**config.mk**
```make
export PLATFORM = sky130hd
export DESIGN_NAME = ascii_integer_field_parser_core
export DESIGN_NICKNAME = d
export VERILOG_FILES = /design/src/hdl/aifp_pkg.sv /design/src/hdl/aifp_queue.sv /design/src/hdl/aifp_front.sv /design/src/hdl/aifp_back.sv /design/src/hdl/ascii_integer_field_parser_core.sv
export SDC_FILE = /design/constraint.sdc
export NUM_CORES = 1
export LEC_CHECK = 0
export BUFFER_PORTS_ARGS = -buffer_cell sky130_fd_sc_hd__buf_2
export CAP_MARGIN = 10
export CORE_MARGIN = 2
export CORE_UTILIZATION = 39
export CTS_BUF_LIST = sky130_fd_sc_hd__clkbuf_4 sky130_fd_sc_hd__clkbuf_8
export DETAILED_ROUTE_END_ITERATION = 8
export PLACE_DENSITY = 0.62
export REMOVE_ABC_BUFFERS = 1
export SLEW_MARGIN = 0
export SYNTH_ARGS = -nofsm -noshare
export SYNTH_HDL_FRONTEND = slang
export SYNTH_HIERARCHICAL = 1
export SYNTH_SLANG_ARGS = --single-unit
```
**constraint.sdc**
```tcl
create_clock -name i_clk -period 13.5 [get_ports i_clk]
set_input_delay 4.05 -clock i_clk [delete_from_list [all_inputs] [get_ports i_clk]]
set_output_delay 4.05 -clock i_clk [all_outputs]
set_load 0.05 [all_outputs]
```
**src/hdl/aifp_pkg.sv**
```systemverilog
// types and constants shared by the integer field parser
// no dependencies; used by every module of the block except aifp_queue
`default_nettype none

package aifp_pkg;

    localparam int FIELD_W = 32;

    // command codes
    localparam logic [1:0] CMD_TEXT    = 2'd0;
    localparam logic [1:0] CMD_END     = 2'd1;
    localparam logic [1:0] CMD_RESTART = 2'd2;

    // status codes
    localparam logic [1:0] ST_FIELD    = 2'd0;
    localparam logic [1:0] ST_MISMATCH = 2'd1;
    localparam logic [1:0] ST_END      = 2'd2;

    // base_mode codes, anything else is decimal
    localparam logic [1:0] BASE_HEX = 2'd1;
    localparam logic [1:0] BASE_OCT = 2'd2;

    // register indexes
    localparam logic [1:0] REG_BASE_MODE  = 2'd0;
    localparam logic [1:0] REG_MAX_DIGITS = 2'd1;

    // characters
    localparam logic [7:0] CH_TAB   = 8'h09;
    localparam logic [7:0] CH_CR    = 8'h0D;
    localparam logic [7:0] CH_SPACE = 8'h20;
    localparam logic [7:0] CH_PLUS  = 8'h2B;
    localparam logic [7:0] CH_MINUS = 8'h2D;
    localparam logic [7:0] CH_0     = 8'h30;
    localparam logic [7:0] CH_9     = 8'h39;
    localparam logic [7:0] CH_A_UP  = 8'h41;
    localparam logic [7:0] CH_F_UP  = 8'h46;
    localparam logic [7:0] CH_X_UP  = 8'h58;
    localparam logic [7:0] CH_A_LO  = 8'h61;
    localparam logic [7:0] CH_F_LO  = 8'h66;
    localparam logic [7:0] CH_X_LO  = 8'h78;

    typedef struct packed {
        logic [1:0] command;
        logic [7:0] text_byte;
    } t_in_item;

    typedef struct packed {
        logic [FIELD_W-1:0] field_value;
        logic [1:0]         status;
        logic               last_result;
    } t_out_item;

    typedef struct packed {
        logic [1:0] base_mode;
        logic [7:0] max_digits;
    } t_cfg;

    // classified byte as queued between front and back
    typedef struct packed {
        logic [1:0] command;
        logic       is_ws;
        logic       is_sign;
        logic       is_minus;
        logic       is_zero;
        logic       is_x;
        logic       dig_ok;
        logic [3:0] dig;
    } t_class;

    // back end handshake with the two queues
    typedef struct packed {
        logic pop;
        logic push;
        logic spill;
    } t_back_ctl;

endpackage

`default_nettype wire

```
**src/hdl/aifp_queue.sv**
```systemverilog
// small register queue used on both sides of the parser back end
// no package dependencies
`default_nettype none

module aifp_queue #(
    parameter int WIDTH      = 16,
    parameter int DEPTH_LOG2 = 2
) (
    input  wire logic             i_clk,
    input  wire logic             i_rst_n,
    input  wire logic             i_push,
    input  wire logic [WIDTH-1:0] i_wdata,
    output logic                  o_full,
    input  wire logic             i_pop,
    output logic [WIDTH-1:0]      o_rdata,
    output logic                  o_empty
);

    localparam int DEPTH = 1 << DEPTH_LOG2;

    logic [WIDTH-1:0]      r_mem [DEPTH];
    logic [DEPTH_LOG2-1:0] r_wr_ptr;
    logic [DEPTH_LOG2-1:0] r_rd_ptr;
    logic [DEPTH_LOG2:0]   r_count;

    logic do_push;
    logic do_pop;

    assign o_full  = (r_count == (DEPTH_LOG2+1)'(DEPTH));
    assign o_empty = (r_count == '0);
    assign o_rdata = r_mem[r_rd_ptr];
    assign do_push = i_push && !o_full;
    assign do_pop  = i_pop && !o_empty;

    always_ff @(posedge i_clk) begin
        if (do_push) begin
            r_mem[r_wr_ptr] <= i_wdata;
        end
    end

    always_ff @(posedge i_clk) begin
        if (!i_rst_n) begin
            r_wr_ptr <= '0;
            r_rd_ptr <= '0;
            r_count  <= '0;
        end else begin
            if (do_push) begin
                r_wr_ptr <= r_wr_ptr + 1'b1;
            end
            if (do_pop) begin
                r_rd_ptr <= r_rd_ptr + 1'b1;
            end
            if (do_push && !do_pop) begin
                r_count <= r_count + 1'b1;
            end else if (do_pop && !do_push) begin
                r_count <= r_count - 1'b1;
            end
        end
    end

endmodule

`default_nettype wire

```
**src/hdl/aifp_front.sv**
```systemverilog
// front end: classifies each incoming byte for the configured base
// depends on aifp_pkg
`default_nettype none

module aifp_front (
    input  wire aifp_pkg::t_cfg     i_cfg,
    input  wire aifp_pkg::t_in_item i_item,
    output aifp_pkg::t_class        o_class
);

    logic       is_hex;
    logic       is_oct;
    logic       is_dec;
    logic [7:0] b;
    logic [7:0] num_dec;
    logic [7:0] num_lo;
    logic [7:0] num_up;

    assign b       = i_item.text_byte;
    assign is_hex  = (i_cfg.base_mode == aifp_pkg::BASE_HEX);
    assign is_oct  = (i_cfg.base_mode == aifp_pkg::BASE_OCT);
    assign is_dec  = !is_hex && !is_oct;
    assign num_dec = b - aifp_pkg::CH_0;
    assign num_lo  = (b - aifp_pkg::CH_A_LO) + 8'd10;
    assign num_up  = (b - aifp_pkg::CH_A_UP) + 8'd10;

    always_comb begin
        o_class.command  = i_item.command;
        o_class.is_ws    = (b == aifp_pkg::CH_SPACE)
                           || (b >= aifp_pkg::CH_TAB && b <= aifp_pkg::CH_CR);
        o_class.is_sign  = is_dec && (b == aifp_pkg::CH_MINUS || b == aifp_pkg::CH_PLUS);
        o_class.is_minus = (b == aifp_pkg::CH_MINUS);
        o_class.is_zero  = is_hex && (b == aifp_pkg::CH_0);
        o_class.is_x     = (b == aifp_pkg::CH_X_LO) || (b == aifp_pkg::CH_X_UP);
        o_class.dig_ok   = 1'b0;
        o_class.dig      = '0;
        if (b >= aifp_pkg::CH_0 && b <= aifp_pkg::CH_9) begin
            // 8 and 9 are not octal digits
            o_class.dig    = num_dec[3:0];
            o_class.dig_ok = !is_oct || !num_dec[3];
        end else if (is_hex && b >= aifp_pkg::CH_A_LO && b <= aifp_pkg::CH_F_LO) begin
            o_class.dig    = num_lo[3:0];
            o_class.dig_ok = 1'b1;
        end else if (is_hex && b >= aifp_pkg::CH_A_UP && b <= aifp_pkg::CH_F_UP) begin
            o_class.dig    = num_up[3:0];
            o_class.dig_ok = 1'b1;
        end
    end

endmodule

`default_nettype wire

```
**src/hdl/aifp_back.sv**
```systemverilog
// back end: field state machine, digit accumulation and result generation
// depends on aifp_pkg; fed from the classified-byte queue
`default_nettype none

module aifp_back #(
    parameter int VALUE_BITS = 32
) (
    input  wire logic               i_clk,
    input  wire logic               i_rst_n,
    input  wire aifp_pkg::t_cfg     i_cfg,
    input  wire logic               i_item_valid,
    input  wire aifp_pkg::t_class   i_item,
    input  wire logic               i_out_full,
    output aifp_pkg::t_back_ctl     o_ctl,
    output aifp_pkg::t_out_item     o_result
);

    localparam int FW = aifp_pkg::FIELD_W;
    localparam int VB = VALUE_BITS;

    typedef enum logic [2:0] {
        PH_SKIP,
        PH_SIGN,
        PH_ZERO,
        PH_PREFIX,
        PH_DIGITS
    } t_phase;

    function automatic aifp_pkg::t_out_item mk_res(input logic [FW-1:0] v,
                                                   input logic [1:0] st);
        aifp_pkg::t_out_item r;
        r.field_value = v;
        r.status      = st;
        r.last_result = 1'b0;
        return r;
    endfunction

    t_phase              r_phase, n_phase;
    logic [VB-1:0]       r_acc, n_acc;
    logic [7:0]          r_cnt, n_cnt;
    logic                r_neg, n_neg;
    logic                r_halt, n_halt;
    logic                r_spill_v;
    aifp_pkg::t_out_item r_spill;

    logic [VB-1:0] dz;
    logic [VB-1:0] dig_acc;
    logic [VB-1:0] neg_dig;
    logic [VB-1:0] neg_cur;
    logic [7:0]    cnt_inc;
    logic          limit_inc;
    logic          max_one;
    logic          max_two;

    // outcome of a byte that opens a field from a cleared state
    t_phase              st_phase;
    logic [VB-1:0]       st_acc;
    logic [7:0]          st_cnt;
    logic                st_neg;
    logic                st_halt;
    logic                st_emit;
    aifp_pkg::t_out_item st_res;

    logic                e0_v, e1_v;
    aifp_pkg::t_out_item e0, e1;
    logic                take;

    assign dz      = VB'(i_item.dig);
    assign cnt_inc = (r_cnt == 8'hFF) ? r_cnt : r_cnt + 8'd1;
    assign max_one = (i_cfg.max_digits == 8'd1);
    assign max_two = (i_cfg.max_digits == 8'd2);
    assign limit_inc = (i_cfg.max_digits != 8'd0) && (cnt_inc >= i_cfg.max_digits);

    // multiply by the base as shifts and adds
    always_comb begin
        if (i_cfg.base_mode == aifp_pkg::BASE_HEX) begin
            dig_acc = (r_acc << 4) + dz;
        end else if (i_cfg.base_mode == aifp_pkg::BASE_OCT) begin
            dig_acc = (r_acc << 3) + dz;
        end else begin
            dig_acc = (r_acc << 3) + (r_acc << 1) + dz;
        end
    end

    assign neg_dig = r_neg ? (~dig_acc) + VB'(1) : dig_acc;
    assign neg_cur = r_neg ? (~r_acc) + VB'(1) : r_acc;

    always_comb begin
        st_phase = PH_SKIP;
        st_acc   = '0;
        st_cnt   = '0;
        st_neg   = 1'b0;
        st_halt  = 1'b0;
        st_emit  = 1'b0;
        st_res   = mk_res('0, aifp_pkg::ST_FIELD);
        if (!i_item.is_ws) begin
            if (i_item.is_sign) begin
                st_neg   = i_item.is_minus;
                st_phase = PH_SIGN;
            end else if (i_item.is_zero) begin
                st_phase = PH_ZERO;
            end else if (i_item.dig_ok) begin
                if (max_one) begin
                    st_emit = 1'b1;
                    st_res  = mk_res(FW'(dz), aifp_pkg::ST_FIELD);
                end else begin
                    st_acc   = dz;
                    st_cnt   = 8'd1;
                    st_phase = PH_DIGITS;
                end
            end else begin
                st_emit = 1'b1;
                st_res  = mk_res('0, aifp_pkg::ST_MISMATCH);
                st_halt = 1'b1;
            end
        end
    end

    always_comb begin
        n_phase = r_phase;
        n_acc   = r_acc;
        n_cnt   = r_cnt;
        n_neg   = r_neg;
        n_halt  = r_halt;
        e0_v    = 1'b0;
        e1_v    = 1'b0;
        e0      = mk_res('0, aifp_pkg::ST_FIELD);
        e1      = mk_res('0, aifp_pkg::ST_FIELD);
        if (i_item.command == aifp_pkg::CMD_RESTART) begin
            n_phase = PH_SKIP;
            n_acc   = '0;
            n_cnt   = '0;
            n_neg   = 1'b0;
            n_halt  = 1'b0;
        end else if (i_item.command == aifp_pkg::CMD_END && !r_halt) begin
            if (r_phase == PH_DIGITS || r_phase == PH_ZERO) begin
                e0_v = 1'b1;
                e0   = mk_res(FW'(neg_cur), aifp_pkg::ST_FIELD);
                e1_v = 1'b1;
                e1   = mk_res('0, aifp_pkg::ST_END);
            end else begin
                e0_v = 1'b1;
                e0   = mk_res('0, aifp_pkg::ST_END);
            end
            n_phase = PH_SKIP;
            n_acc   = '0;
            n_cnt   = '0;
            n_neg   = 1'b0;
            n_halt  = 1'b1;
        end else if (i_item.command == aifp_pkg::CMD_TEXT && !r_halt) begin
            unique case (r_phase)
                PH_SIGN, PH_PREFIX, PH_DIGITS: begin
                    if (i_item.dig_ok) begin
                        n_acc   = dig_acc;
                        n_cnt   = cnt_inc;
                        n_phase = PH_DIGITS;
                        if (limit_inc) begin
                            e0_v    = 1'b1;
                            e0      = mk_res(FW'(neg_dig), aifp_pkg::ST_FIELD);
                            n_phase = PH_SKIP;
                            n_acc   = '0;
                            n_cnt   = '0;
                            n_neg   = 1'b0;
                        end
                    end else if (r_phase == PH_DIGITS) begin
                        // field ends here, the byte starts the next one
                        e0_v    = 1'b1;
                        e0      = mk_res(FW'(neg_cur), aifp_pkg::ST_FIELD);
                        e1_v    = st_emit;
                        e1      = st_res;
                        n_phase = st_phase;
                        n_acc   = st_acc;
                        n_cnt   = st_cnt;
                        n_neg   = st_neg;
                        n_halt  = st_halt;
                    end else begin
                        e0_v    = 1'b1;
                        e0      = mk_res('0, aifp_pkg::ST_MISMATCH);
                        n_phase = PH_SKIP;
                        n_acc   = '0;
                        n_cnt   = '0;
                        n_neg   = 1'b0;
                        n_halt  = 1'b1;
                    end
                end
                PH_ZERO: begin
                    if (i_item.is_x) begin
                        n_phase = PH_PREFIX;
                    end else if (!max_one && i_item.dig_ok) begin
                        // leading zero then a digit: two digits taken
                        if (max_two) begin
                            e0_v    = 1'b1;
                            e0      = mk_res(FW'(dz), aifp_pkg::ST_FIELD);
                            n_phase = PH_SKIP;
                            n_acc   = '0;
                            n_cnt   = '0;
                        end else begin
                            n_phase = PH_DIGITS;
                            n_acc   = dz;
                            n_cnt   = 8'd2;
                        end
                        n_neg = 1'b0;
                    end else begin
                        // lone zero is a field, byte reprocessed
                        e0_v    = 1'b1;
                        e0      = mk_res('0, aifp_pkg::ST_FIELD);
                        e1_v    = st_emit;
                        e1      = st_res;
                        n_phase = st_phase;
                        n_acc   = st_acc;
                        n_cnt   = st_cnt;
                        n_neg   = st_neg;
                        n_halt  = st_halt;
                    end
                end
                default: begin
                    e0_v    = st_emit;
                    e0      = st_res;
                    n_phase = st_phase;
                    n_acc   = st_acc;
                    n_cnt   = st_cnt;
                    n_neg   = st_neg;
                    n_halt  = st_halt;
                end
            endcase
        end
        if (e1_v) begin
            e1.last_result = 1'b1;
        end else begin
            e0.last_result = 1'b1;
        end
    end

    assign take = i_item_valid && !r_spill_v && !i_out_full;

    always_comb begin
        o_ctl.pop   = take;
        o_ctl.spill = r_spill_v;
        if (r_spill_v) begin
            o_ctl.push = !i_out_full;
            o_result   = r_spill;
        end else begin
            o_ctl.push = take && e0_v;
            o_result   = e0;
        end
    end

    always_ff @(posedge i_clk) begin
        if (!i_rst_n) begin
            r_phase   <= PH_SKIP;
            r_acc     <= '0;
            r_cnt     <= '0;
            r_neg     <= 1'b0;
            r_halt    <= 1'b0;
            r_spill_v <= 1'b0;
        end else if (r_spill_v) begin
            if (!i_out_full) begin
                r_spill_v <= 1'b0;
            end
        end else if (take) begin
            r_phase   <= n_phase;
            r_acc     <= n_acc;
            r_cnt     <= n_cnt;
            r_neg     <= n_neg;
            r_halt    <= n_halt;
            r_spill_v <= e1_v;
            r_spill   <= e1;
        end
    end

endmodule

`default_nettype wire

```
**src/hdl/ascii_integer_field_parser_core.sv**
```systemverilog
// top level of the ascii integer field parser: config registers and queues
// depends on aifp_pkg, aifp_front, aifp_queue, aifp_back
//
//   port group       dir   handshake                     payload
//   item request     in    i_item_valid / o_item_ready   i_item   (t_in_item)
//   result request   out   o_result_valid / i_result_ready o_result (t_out_item)
//   config write     in    i_cfg_valid / o_cfg_ready     i_cfg_index, i_cfg_data
//
// one item per cycle in while the input queue has room; the back end writes one
// result per cycle while the output queue has room, so an item with two results
// holds the back end until its second result is written from the spill register
// a four-entry queue on each side of the back end absorbs output stalls
// synchronous active-low reset clears config, queues and field state
`default_nettype none

module ascii_integer_field_parser_core #(
    parameter int VALUE_BITS = 32
) (
    input  wire logic                i_clk,
    input  wire logic                i_rst_n,
    input  wire logic                i_item_valid,
    output logic                     o_item_ready,
    input  wire aifp_pkg::t_in_item  i_item,
    output logic                     o_result_valid,
    input  wire logic                i_result_ready,
    output aifp_pkg::t_out_item      o_result,
    input  wire logic                i_cfg_valid,
    output logic                     o_cfg_ready,
    input  wire logic [1:0]          i_cfg_index,
    input  wire logic [7:0]          i_cfg_data
);

    localparam int CW = $bits(aifp_pkg::t_class);
    localparam int RW = $bits(aifp_pkg::t_out_item);

    aifp_pkg::t_cfg      r_cfg;
    aifp_pkg::t_class    front_class;
    aifp_pkg::t_class    back_item;
    aifp_pkg::t_back_ctl back_ctl;
    aifp_pkg::t_out_item back_result;

    logic          in_full;
    logic          in_empty;
    logic [CW-1:0] in_rdata;
    logic          out_full;
    logic          out_empty;
    logic [RW-1:0] out_rdata;

    assign o_cfg_ready    = 1'b1;
    assign o_item_ready   = !in_full;
    assign o_result_valid = !out_empty;
    assign o_result       = aifp_pkg::t_out_item'(out_rdata);
    assign back_item      = aifp_pkg::t_class'(in_rdata);

    always_ff @(posedge i_clk) begin
        if (!i_rst_n) begin
            r_cfg <= '0;
        end else if (i_cfg_valid) begin
            unique case (i_cfg_index)
                aifp_pkg::REG_BASE_MODE:  r_cfg.base_mode  <= i_cfg_data[1:0];
                aifp_pkg::REG_MAX_DIGITS: r_cfg.max_digits <= i_cfg_data;
                default: ;
            endcase
        end
    end

    aifp_front u_front (
        .i_cfg   (r_cfg),
        .i_item  (i_item),
        .o_class (front_class)
    );

    aifp_queue #(
        .WIDTH      (CW),
        .DEPTH_LOG2 (2)
    ) u_in_queue (
        .i_clk   (i_clk),
        .i_rst_n (i_rst_n),
        .i_push  (i_item_valid),
        .i_wdata (front_class),
        .o_full  (in_full),
        .i_pop   (back_ctl.pop),
        .o_rdata (in_rdata),
        .o_empty (in_empty)
    );

    aifp_back #(
        .VALUE_BITS (VALUE_BITS)
    ) u_back (
        .i_clk        (i_clk),
        .i_rst_n      (i_rst_n),
        .i_cfg        (r_cfg),
        .i_item_valid (!in_empty),
        .i_item       (back_item),
        .i_out_full   (out_full),
        .o_ctl        (back_ctl),
        .o_result     (back_result)
    );

    aifp_queue #(
        .WIDTH      (RW),
        .DEPTH_LOG2 (2)
    ) u_out_queue (
        .i_clk   (i_clk),
        .i_rst_n (i_rst_n),
        .i_push  (back_ctl.push),
        .i_wdata (back_result),
        .o_full  (out_full),
        .i_pop   (i_result_ready),
        .o_rdata (out_rdata),
        .o_empty (out_empty)
    );

`ifndef SYNTHESIS
    a_out_room: assert property (@(posedge i_clk) disable iff (!i_rst_n)
        back_ctl.push |-> !out_full)
        else $error("result pushed into a full output queue");

    a_spill_blocks_pop: assert property (@(posedge i_clk) disable iff (!i_rst_n)
        back_ctl.spill |-> !back_ctl.pop)
        else $error("new request taken while a second result is pending");

    a_term_last: assert property (@(posedge i_clk) disable iff (!i_rst_n)
        (o_result_valid && (o_result.status == aifp_pkg::ST_END
                            || o_result.status == aifp_pkg::ST_MISMATCH))
        |-> o_result.last_result)
        else $error("end or mismatch status not flagged as last result");
`endif

endmodule

`default_nettype wire

```
==> flow_summary.json, run 1 <==
{
  "grt_antenna_before_repair": 0,
  "postSynthCellCount": 1547,
  "timing.final.max_slew_violations": 0,
  "last_weighted_congestion_value_of_the_routability_driven_placer": 0.8770,
  "timing.clock.skew_ps": 31.08,
  "clock_insertion_delay_worst_skew_ps": 570,
  "worst_slew_margin_rel_pct": 26.89,
  "post_cts.resized_instances": 0,
  "leading_cell_type_in_the_layout_fill_and_taps_excluded": "sky130_fd_sc_hd__edfxtp_1",
  "floorplan.initialDensity_pct": 39.40,
  "layout-area-overhead-vs-synth_pct": 8.726,
  "nFillCells": 3993,
  "die_y_um": 209.6,
  "power.density_nw_per_um2": 144.9,
  "critPathSlowestCell": "sky130_fd_sc_hd__dfxtp_1",
  "number_of_global_route_vias_before_repair": 11981,
  "viasPerCell": 5.800,
  "synth.avg_cell_area_um2": 10.66,
  "worst_hold_path_type": "register to register",
  "count_of_yosys_warnings_during_synthesis": 6,
  "timing.critical_path.from_type": "register",
  "drv.max_cap_violation_count": 0,
  "report.final.setup_viol": 0,
  "clock_tree.root_cell": "sky130_fd_sc_hd__clkbuf_8",
  "cts_hold_buffers": 0,
  "final_layout_size_suffix_gt1_share_pct": 14.09,
  "design.die.area_um2": 43940,
  "detailroute.via_count": 12389,
  "grtUsageTotal_pct": 18.12,
  "synth_area_um2": 16490,
  "detail_route.drc_violations": 0,
  "critical_path_fanout_max": 12,
  "wl_per_cell_um": 18.82,
  "grt_setup_unrepaired": "false",
  "cts_setup_buffers": 0,
  "worst_setup_path_end_kind": "register",
  "rows": 75,
  "total_leakage_power_nw": 6.355,
  "drt_iter0_markers": 1079,
  "vdd_ir_drop_max_v": 0.0001106,
  "route.antenna.remaining_nets": 0,
  "cp_max_stage_delay_ps": 830,
  "detailedPlacementHpwl_mm": 28.24,
  "drt_pass1_iterations": 6,
  "cp.buffers_inverters": 1,
  "critPathTopFamily": "simple AND/OR/NAND/NOR gates",
  "run_status": "completed",
  "cp_data_arrival_time_ps": 6980,
  "die_w_um": 209.6,
  "timing_hold_violations_final": 0,
  "numCtsBuffers": 43,
  "n_antenna_cell": 0,
  "min_period_ps": 6703,
  "critical_path_rt_ps": 13780,
  "place_ws_ps": 6729,
  "maximum_number_of_pins_on_one_net_before_global_route_repair": 61,
  "worst_slack_ps": 6797,
  "fin_tns_setup_ps": 0,
  "grt_remaining_overflow": 0,
  "ios": 63,
  "core-area_um2": 41850,
  "clk_pin_slew_worst_paths_ps": 70,
  "clk_path_buf_depth": 3,
  "htreeDepth": 2,
  "max_clock_freq_mhz": 149.2,
  "drt-total-wl_mm": 40.21,
  "cts_tree": "built",
  "type_of_the_worst_setup_path": "register to register",
  "wire_length_of_the_first_global_routing_pass_mm": 64.22,
  "final_cell_mix": "195 x sky130_fd_sc_hd__edfxtp_1, 135 x sky130_fd_sc_hd__nor2_1, 126 x sky130_fd_sc_hd__nand2_1",
  "finish.net_count": 1680,
  "slew_at_the_pin_with_the_worst_max_slew_slack_ps": 1097,
  "numPortBuffers": 61,
  "final_critical_path_share_of_the_clock_period_pct": 49.65,
  "cts_sinks": 269,
  "crit_path_cell_trace": "mux4_2, inv_1, fa_1, fa_1, nand2b_1, a21o_1, a21boi_0, o221ai_1, or4b_4, or4_4, nand4bb_4, or4_4, or3_4, o41ai_2, xor2_1, o22ai_1"
}
## report_power, final
part           switching (W)  total (W)  leakage, nW  internal, W
sequential         0.0000509    0.00103         2.26     0.000977
clock               0.000321   0.000700        0.457     0.000379
combinational       0.000587   0.000869         3.63     0.000283
total               0.000959    0.00260         6.36      0.00164
## worst paths after layout
check / from / end / slack (ps) / depth (start not counted)
max reg2reg: register / u_out_queue/r_mem[2][34] / 6800 / 16
max: register / u_out_queue/r_mem[2][34] / 6800 / 16
min reg2reg: r_cfg[4] / r_cfg[4] / 470 / 2
min: r_cfg[4] / r_cfg[4] / 470 / 2
## layout make-up
class	count	area, µm²	share of cell area (%)
sequential	269	7340	40.94
clock buffer	61	745.7	4.159
tap	539	674.4	3.762
multi-input combinational	1122	8439	47.07
inverter	52	195.2	1.089
timing repair buffer	76	417.9	2.331
clock inverter	17	116.4	0.6490
## per-stage QoR
stage / hold slack, ps / util [%] / power [W] / std cells / area (µm²)
6_report: 472.1 / 42.84 / 0.002597 / 2136 / 17930
5_1_grt: 498.4 / 42.84 / 0.002730 / 2136 / 17930
4_1_cts: 482.8 / 42.84 / 0.002621 / 2136 / 17930
3_5_place_dp: 463.5 / 40.78 / 0.001917 / 2058 / 17070
3_3_place_gp: 465.3 / 40.78 / 0.001905 / 2058 / 17070
2_1_floorplan: 447.4 / - / 0.001689 / 1443 / 15970
## worst register-to-register path, delay by kind of cell, from the launching register on
| family | cells | cell delay, ps |
|---|---|---|
| compound gates | 5 | 1150 |
| xor+xnor | 1 | 170 |
| fa+ha+maj | 2 | 930 |
| buf+inv | 1 | 130 |
| flops | 1 | 830 |
| mux | 1 | 680 |
| simple gates | 6 | 2550 |
## per-layer routing
layer	vias to the layer above	share of wire [%]	GRT usage (%)
met5	-	0	0
met4	0	2.3	4.793
met3	67	5.0	2.738
met2	365	49	31.53
met1	6038	43	23.60
li1	5919	-	-
## flip-flops by register name (all words and copies together) (netlist names), 3 cells and up, named ones only
name / count
u_back/r_phase: 3
u_out_queue/r_mem: 140
u_back/r_cnt: 8
u_back/r_acc: 32
u_in_queue/r_count: 3
u_out_queue/r_count: 3
u_in_queue/r_mem: 48
u_back/r_spill: 7
r_cfg: 10
Note: power is estimated with default switching activity, not from simulation.
==> run 2: changes to the inputs <==
--- a/config.mk
+++ b/config.mk
@@ -5,13 +5,14 @@
 export SDC_FILE = /design/constraint.sdc
 export NUM_CORES = 1
 export LEC_CHECK = 0
+export ABC_AREA = 1
 export BUFFER_PORTS_ARGS = -buffer_cell sky130_fd_sc_hd__buf_2
 export CAP_MARGIN = 10
 export CORE_MARGIN = 2
 export CORE_UTILIZATION = 39
 export CTS_BUF_LIST = sky130_fd_sc_hd__clkbuf_4 sky130_fd_sc_hd__clkbuf_8
 export DETAILED_ROUTE_END_ITERATION = 8
-export PLACE_DENSITY = 0.62
+export PLACE_DENSITY = 0.63
 export REMOVE_ABC_BUFFERS = 1
 export SLEW_MARGIN = 0
 export SYNTH_ARGS = -nofsm -noshare
==> constraint.sdc (replaced) <==
create_clock -name i_clk -period 6.1 [get_ports i_clk]
set_input_delay 1.83 -clock i_clk [delete_from_list [all_inputs] [get_ports i_clk]]
set_output_delay 1.83 -clock i_clk [all_outputs]
set_load 0.05 [all_outputs]
==> run 2 against run 1 <==
  * Largest power group is now combinational cells
  * Clock skew rose by 1.6 ps
  * Non-clock buffer count rose by 5
  * First-iteration DRC count rose by 34%
  * Fmax rose by 29%
==> flow_summary.json, run 2 <==
{
  "run_status": "completed",
  "synth.avg_cell_area_um2": 7.351,
  "final_critical_path_share_of_the_clock_period_pct": 85.15,
  "power.switching_fraction_pct": 42.16,
  "critical_path_fanout_max": 13,
  "timing_hold_violations_final": 0,
  "fin_tns_setup_ps": 0,
  "total_leakage_power_nw": 8.469,
  "critical_path_rt_ps": 6440,
  "cts_tree": "built",
  "share_comb_of_total_power_pct": 38.1,
  "route.antenna.remaining_nets": 0,
  "die_w_um": 219.1,
  "nFillCells": 4689,
  "finish.net_count": 2610,
  "numPortBuffers": 61,
  "net-switching-power_w": 0.002674,
  "path_common_cell": "sky130_fd_sc_hd__nand2_1",
  "layout_top_registers": "u_out_queue/r_mem (140), u_in_queue/r_mem (48), u_back/r_acc (32)",
  "crit_path_cell_trace": "inv_1, o21ai_0, o22ai_1, inv_1, fa_1, inv_1, ha_1, nand3_1, nand2_1, nand2_1, nand2_1, nand2_1, nand3_1, nand2_1, inv_1, nand2_1, nor2_1, nand2_1, nor2_4, a21oi_1, xor2_1, nand2_1, a21oi_1",
  "worst_slack_ps": 905.8,
  "last_weighted_congestion_value_of_the_routability_driven_placer": 0.9342,
  "drt-total-wl_mm": 51.03,
  "wl_per_cell_um": 16.31,
  "layout-area-overhead-vs-synth_pct": 9.231,
  "final_layout_size_suffix_gt1_share_pct": 9.454,
  "clockPowerShare_pct": 25.2,
  "cp_data_arrival_time_ps": 5530,
  "timing.critical_path.from_type": "register",
  "rows": 78,
  "worst_setup_path_end_kind": "register",
  "grt_remaining_overflow": 0,
  "leading_cell_type_in_the_layout_fill_and_taps_excluded": "sky130_fd_sc_hd__nand2_1",
  "wire_length_of_the_first_global_routing_pass_mm": 81.48,
  "type_of_the_worst_setup_path": "register to register",
  "post_cts.resized_instances": 0,
  "worst_slew_margin_rel_pct": 22.42,
  "detail_route.drc_violations": 0,
  "clk_path_buf_depth": 3,
  "cts_setup_buffers": 0,
  "worst_hold_path_type": "register to register",
  "grtUsageTotal_pct": 21.24,
  "detailedPlacementHpwl_mm": 36.80,
  "postSynthCellCount": 2454,
  "drt_pass1_iterations": 5,
  "clk_pin_slew_worst_paths_ps": 60,
  "multi_input_comb_area_um2": 9072,
  "clock_insertion_delay_worst_skew_ps": 590,
  "count_of_yosys_warnings_during_synthesis": 6,
  "cp_max_stage_delay_ps": 650,
  "timing.final.max_slew_violations": 0,
  "largest_register_ffs": 140,
  "pwr-share-seq_pct": 36.7,
  "grt_antenna_before_repair": 0,
  "p_int_w": 0.003669,
  "cts_hold_buffers": 0,
  "numCtsBuffers": 45,
  "drv.max_cap_violation_count": 0,
  "final_cell_mix": "629 x sky130_fd_sc_hd__nand2_1, 303 x sky130_fd_sc_hd__nor2_1, 296 x sky130_fd_sc_hd__inv_1",
  "synth_area_um2": 18040,
  "viasPerCell": 5.297,
  "report.final.setup_viol": 0,
  "design.die.area_um2": 47990,
  "ios": 63,
  "maximum_number_of_pins_on_one_net_before_global_route_repair": 71,
  "die_y_um": 219.1,
  "htreeDepth": 2,
  "min_period_ps": 5194,
  "place_ws_ps": 1061,
  "layout.area.seq_um2": 7340,
  "slew_at_the_pin_with_the_worst_max_slew_slack_ps": 1159,
  "vdd_ir_drop_max_v": 0.0002689,
  "clock_tree.root_cell": "sky130_fd_sc_hd__clkbuf_8",
  "power.density_nw_per_um2": 321.9,
  "floorplan.initialDensity_pct": 39.67,
  "grt_setup_unrepaired": "false",
  "cts_sinks": 269,
  "n_antenna_cell": 0,
  "registers.top_by_ff_count": "u_out_queue/r_mem",
  "detailroute.via_count": 16569,
  "core-area_um2": 45480,
  "max_clock_freq_mhz": 192.5,
  "number_of_global_route_vias_before_repair": 15643,
  "drt_iter0_markers": 1447,
  "timing.clock.skew_ps": 32.67,
  "critPathSlowestCell": "sky130_fd_sc_hd__fa_1"
}
==> run 2: path summary, 6_finish.rpt <==
kind | from | to | slack, ps | depth (start not counted)
worst min-delay path | u_back/r_acc[31] | u_back/r_acc[31] | 480 | 2
worst max register to register | register | u_out_queue/r_mem[3][19] | 910 | 23
worst max-delay path | register | u_out_queue/r_mem[3][19] | 910 | 23
worst min register to register | u_back/r_acc[31] | u_back/r_acc[31] | 480 | 2
==> run 2: area by class of cell <==
class	instances	area share [%]
clock buffers	65	3.937
clock inverters	16	0.5651
inverters	319	6.089
multi-input cells	1778	46.04
flip-flops and latches	269	37.25
well taps	600	3.810
repair buffers	81	2.311
==> run 2: power by group through the flow <==
stage | Combinational, W | Sequential (W) | Clock [W]
3_5_place_dp | 0.00241 | 0.00237 | 0
3_3_place_gp | 0.00238 | 0.00236 | 0
2_1_floorplan | 0.00168 | 0.00238 | 0
5_1_grt | 0.00265 | 0.00235 | 0.00171
4_1_cts | 0.00242 | 0.00233 | 0.00164
6_report | 0.00241 | 0.00233 | 0.00160
==> run 2: per-stage QoR <==
step | power (W) | utilization (%) | hold slack [ps] | cell area, µm² | instances
3_3_place_gp | 0.004737 | 41.38 | 468.7 | 18820 | 3047
3_5_place_dp | 0.004777 | 41.38 | 477.1 | 18820 | 3047
5_1_grt | 0.006714 | 43.33 | 514.0 | 19710 | 3128
2_1_floorplan | 0.004063 | - | 457.3 | 17580 | 2366
4_1_cts | 0.006388 | 43.33 | 485.6 | 19710 | 3128
6_report | 0.006343 | 43.33 | 484.1 | 19710 | 3128
==> run 2: worst max-delay path, delay by kind of cell, from the launching register on <==
family | cells | cell delay (ps)
flops | 1 | 460
buf+inv | 4 | 780
simple gates | 12 | 1460
compound gates | 4 | 990
xor+xnor | 1 | 300
fa+ha+maj | 2 | 960
==> run 2: metal layers <==
metal  wire (µm)  up-vias  GRT usage [%]
li1            -     8198              -
met3        2956       79          3.035
met5           0        -              0
met2       24820      551          37.16
met1       22250     7741          27.47
met4         997        0          5.473
==> run 3: changes to the inputs <==
--- a/config.mk
+++ b/config.mk
@@ -11,6 +11,7 @@
 export CORE_MARGIN = 2
 export CORE_UTILIZATION = 39
 export CTS_BUF_LIST = sky130_fd_sc_hd__clkbuf_4 sky130_fd_sc_hd__clkbuf_8
+export CTS_CLUSTER_DIAMETER = 60
 export DETAILED_ROUTE_END_ITERATION = 8
 export PLACE_DENSITY = 0.63
 export REMOVE_ABC_BUFFERS = 1
==> constraint.sdc (replaced) <==
create_clock -name i_clk -period 6.1 [get_ports i_clk]
set_input_delay 1.22 -clock i_clk [delete_from_list [all_inputs] [get_ports i_clk]]
set_output_delay 1.22 -clock i_clk [all_outputs]
set_load 0.05 [all_outputs]
==> run 3 against run 2 <==
  * Via count decreased by 0.76%
  * Register-to-register slack about the same
  * Sequential power about the same
  * Fmax decreased by 0.19%
  * Hold slack improved by 3.1 ps
==> flow_summary.json, run 3 (synthesized netlist as in run 2, its figures left out) <==
{
  "floorplan.initialDensity_pct": 39.67,
  "slew_at_the_pin_with_the_worst_max_slew_slack_ps": 1169,
  "detailroute.via_count": 16443,
  "ios": 63,
  "placedInstanceArea_um2": 18810,
  "total_leakage_power_nw": 8.512,
  "final_design_area_no_fill_um2": 19780,
  "timing.clock.skew_ps": 22.06,
  "rows": 78,
  "cts_hold_buffers": 0,
  "worst_hold_path_type": "register to register",
  "detailedPlacementHpwl_mm": 36.62,
  "grt_antenna_before_repair": 0,
  "largest_register_ffs": 140,
  "grtUsageTotal_pct": 20.99,
  "min_period_ps": 5204,
  "cts_setup_buffers": 0,
  "grt_remaining_overflow": 0,
  "critical_path_rt_ps": 6410,
  "report.final.setup_viol": 0,
  "nFillCells": 4646,
  "clk_path_buf_depth": 3,
  "run_status": "completed",
  "type_of_the_worst_setup_path": "register to register",
  "cp_data_arrival_time_ps": 5520,
  "route.antenna.remaining_nets": 0,
  "viasPerCell": 5.257,
  "finish.net_count": 2608,
  "last_weighted_congestion_value_of_the_routability_driven_placer": 0.9332,
  "layout-area-overhead-vs-synth_pct": 9.634,
  "worst_setup_path_end_kind": "register",
  "worst_slew_margin_rel_pct": 21.76,
  "detail_route.drc_violations": 0,
  "drv.max_cap_violation_count": 0,
  "design.die.area_um2": 47990,
  "critical_path_fanout_max": 24,
  "htreeDepth": 2,
  "cts_sinks": 269,
  "wl_per_cell_um": 16.15,
  "clock_insertion_delay_worst_skew_ps": 570,
  "die_y_um": 219.1,
  "cts_tree": "built",
  "number_of_global_route_vias_before_repair": 15560,
  "final_critical_path_share_of_the_clock_period_pct": 85.31,
  "place_ws_ps": 1018,
  "power.density_nw_per_um2": 325.8,
  "leading_cell_type_in_the_layout_fill_and_taps_excluded": "sky130_fd_sc_hd__nand2_1",
  "post_cts.resized_instances": 0,
  "drt_pass1_iterations": 6,
  "timing.critical_path.from_type": "register",
  "timing.final.max_slew_violations": 0,
  "maximum_number_of_pins_on_one_net_before_global_route_repair": 71,
  "clock_tree.root_cell": "sky130_fd_sc_hd__clkbuf_8",
  "vdd_ir_drop_max_v": 0.0002727,
  "die_w_um": 219.1,
  "timing_hold_violations_final": 0,
  "numCtsBuffers": 44,
  "worst_slack_ps": 895.8,
  "registers.top_by_ff_count": "u_out_queue/r_mem",
  "numPortBuffers": 61,
  "drt-total-wl_mm": 50.53,
  "clk_pin_slew_worst_paths_ps": 60,
  "layout_top_registers": "u_out_queue/r_mem (140), u_in_queue/r_mem (48), u_back/r_acc (32)",
  "wire_length_of_the_first_global_routing_pass_mm": 80.60,
  "max_clock_freq_mhz": 192.2,
  "core-area_um2": 45480,
  "fin_tns_setup_ps": 0,
  "final_layout_size_suffix_gt1_share_pct": 9.375,
  "timing.hold.ws_ps": 487.2,
  "grt_setup_unrepaired": "false",
  "drt_iter0_markers": 1414,
  "n_antenna_cell": 0,
  "final_cell_mix": "629 x sky130_fd_sc_hd__nand2_1, 303 x sky130_fd_sc_hd__nor2_1, 296 x sky130_fd_sc_hd__inv_1",
  "power_w": 0.006443
}
## run 3: cell count changes in the layout (fill, tap and decap cells not counted), sizes merged
cell / before / now
clkinvlp: 3 / 0
clkinv: 16 / 20
clkbuf: 65 / 63
inv: 315 / 314
buf: 81 / 80
bufinv: 1 / 4
## run 3: path summary, 6_finish.rpt
| path | startpoint | to | slack, ps | cells past startpoint |
|---|---|---|---|---|
| worst min-delay path | u_back/r_cnt[6] | u_back/r_cnt[6] | 490 | 2 |
| worst max register to register | register | u_out_queue/r_mem[3][22] | 900 | 25 |
| worst max-delay path | register | u_out_queue/r_mem[3][22] | 900 | 25 |
| worst min register to register | u_back/r_cnt[6] | u_back/r_cnt[6] | 490 | 2 |
## run 3: worst max-delay path, stage by stage (launching register included)
cell	delay [ps]
sky130_fd_sc_hd__dfxtp_1	430
sky130_fd_sc_hd__inv_2	380
sky130_fd_sc_hd__o21ai_0	140
sky130_fd_sc_hd__o22ai_1	350
sky130_fd_sc_hd__inv_1	220
sky130_fd_sc_hd__fa_1	570
sky130_fd_sc_hd__fa_1	450
sky130_fd_sc_hd__inv_1	120
sky130_fd_sc_hd__nand2_1	80
sky130_fd_sc_hd__nand2_1	90
sky130_fd_sc_hd__nand3_1	90
sky130_fd_sc_hd__nand2_1	150
sky130_fd_sc_hd__nand2_1	70
sky130_fd_sc_hd__nand3_1	90
sky130_fd_sc_hd__nand2_1	70
sky130_fd_sc_hd__nand2_1	120
sky130_fd_sc_hd__nand2_1	60
sky130_fd_sc_hd__nor2_1	90
sky130_fd_sc_hd__nand3_1	150
sky130_fd_sc_hd__nor2_2	160
sky130_fd_sc_hd__nand2_1	130
sky130_fd_sc_hd__o21ai_1	330
sky130_fd_sc_hd__nand2_1	90
sky130_fd_sc_hd__nand2_1	70
sky130_fd_sc_hd__nand3_1	60
sky130_fd_sc_hd__a21oi_1	380
## run 3: per-stage QoR
stage / util, % / instances
4_1_cts: 43.49 / 3128
3_3_place_gp: 41.36 / 3046
5_1_grt: 43.49 / 3128
6_report: 43.49 / 3128
2_1_floorplan: - / 2366
3_5_place_dp: 41.36 / 3046
## run 3: layout make-up
| cell class | instances | area, µm² | area share, % |
|---|---|---|---|
| clock buffer | 63 | 779.5 | 3.941 |
| clock inverter | 19 | 187.7 | 0.9489 |
| inverter | 319 | 1200 | 6.067 |
| multi-input combinational | 1778 | 9072 | 45.87 |
| sequential | 269 | 7340 | 37.11 |
| tap | 600 | 750.7 | 3.796 |
| timing repair buffer | 80 | 447.9 | 2.265 |
## run 3: power breakdown
group,switching [W],internal (W)
combinational,0.00181,0.000590
sequential,0.000126,0.00221
clock,0.000710,0.000995
total,0.00264,0.00380
## run 3: routing by layer
metal	routed length (µm)	vias to the layer above	track usage, %
li1	-	8199	-
met1	21810	7533	27.13
met2	23950	586	35.99
met3	3226	125	3.119
met4	1542	0	6.802
met5	0	-	0
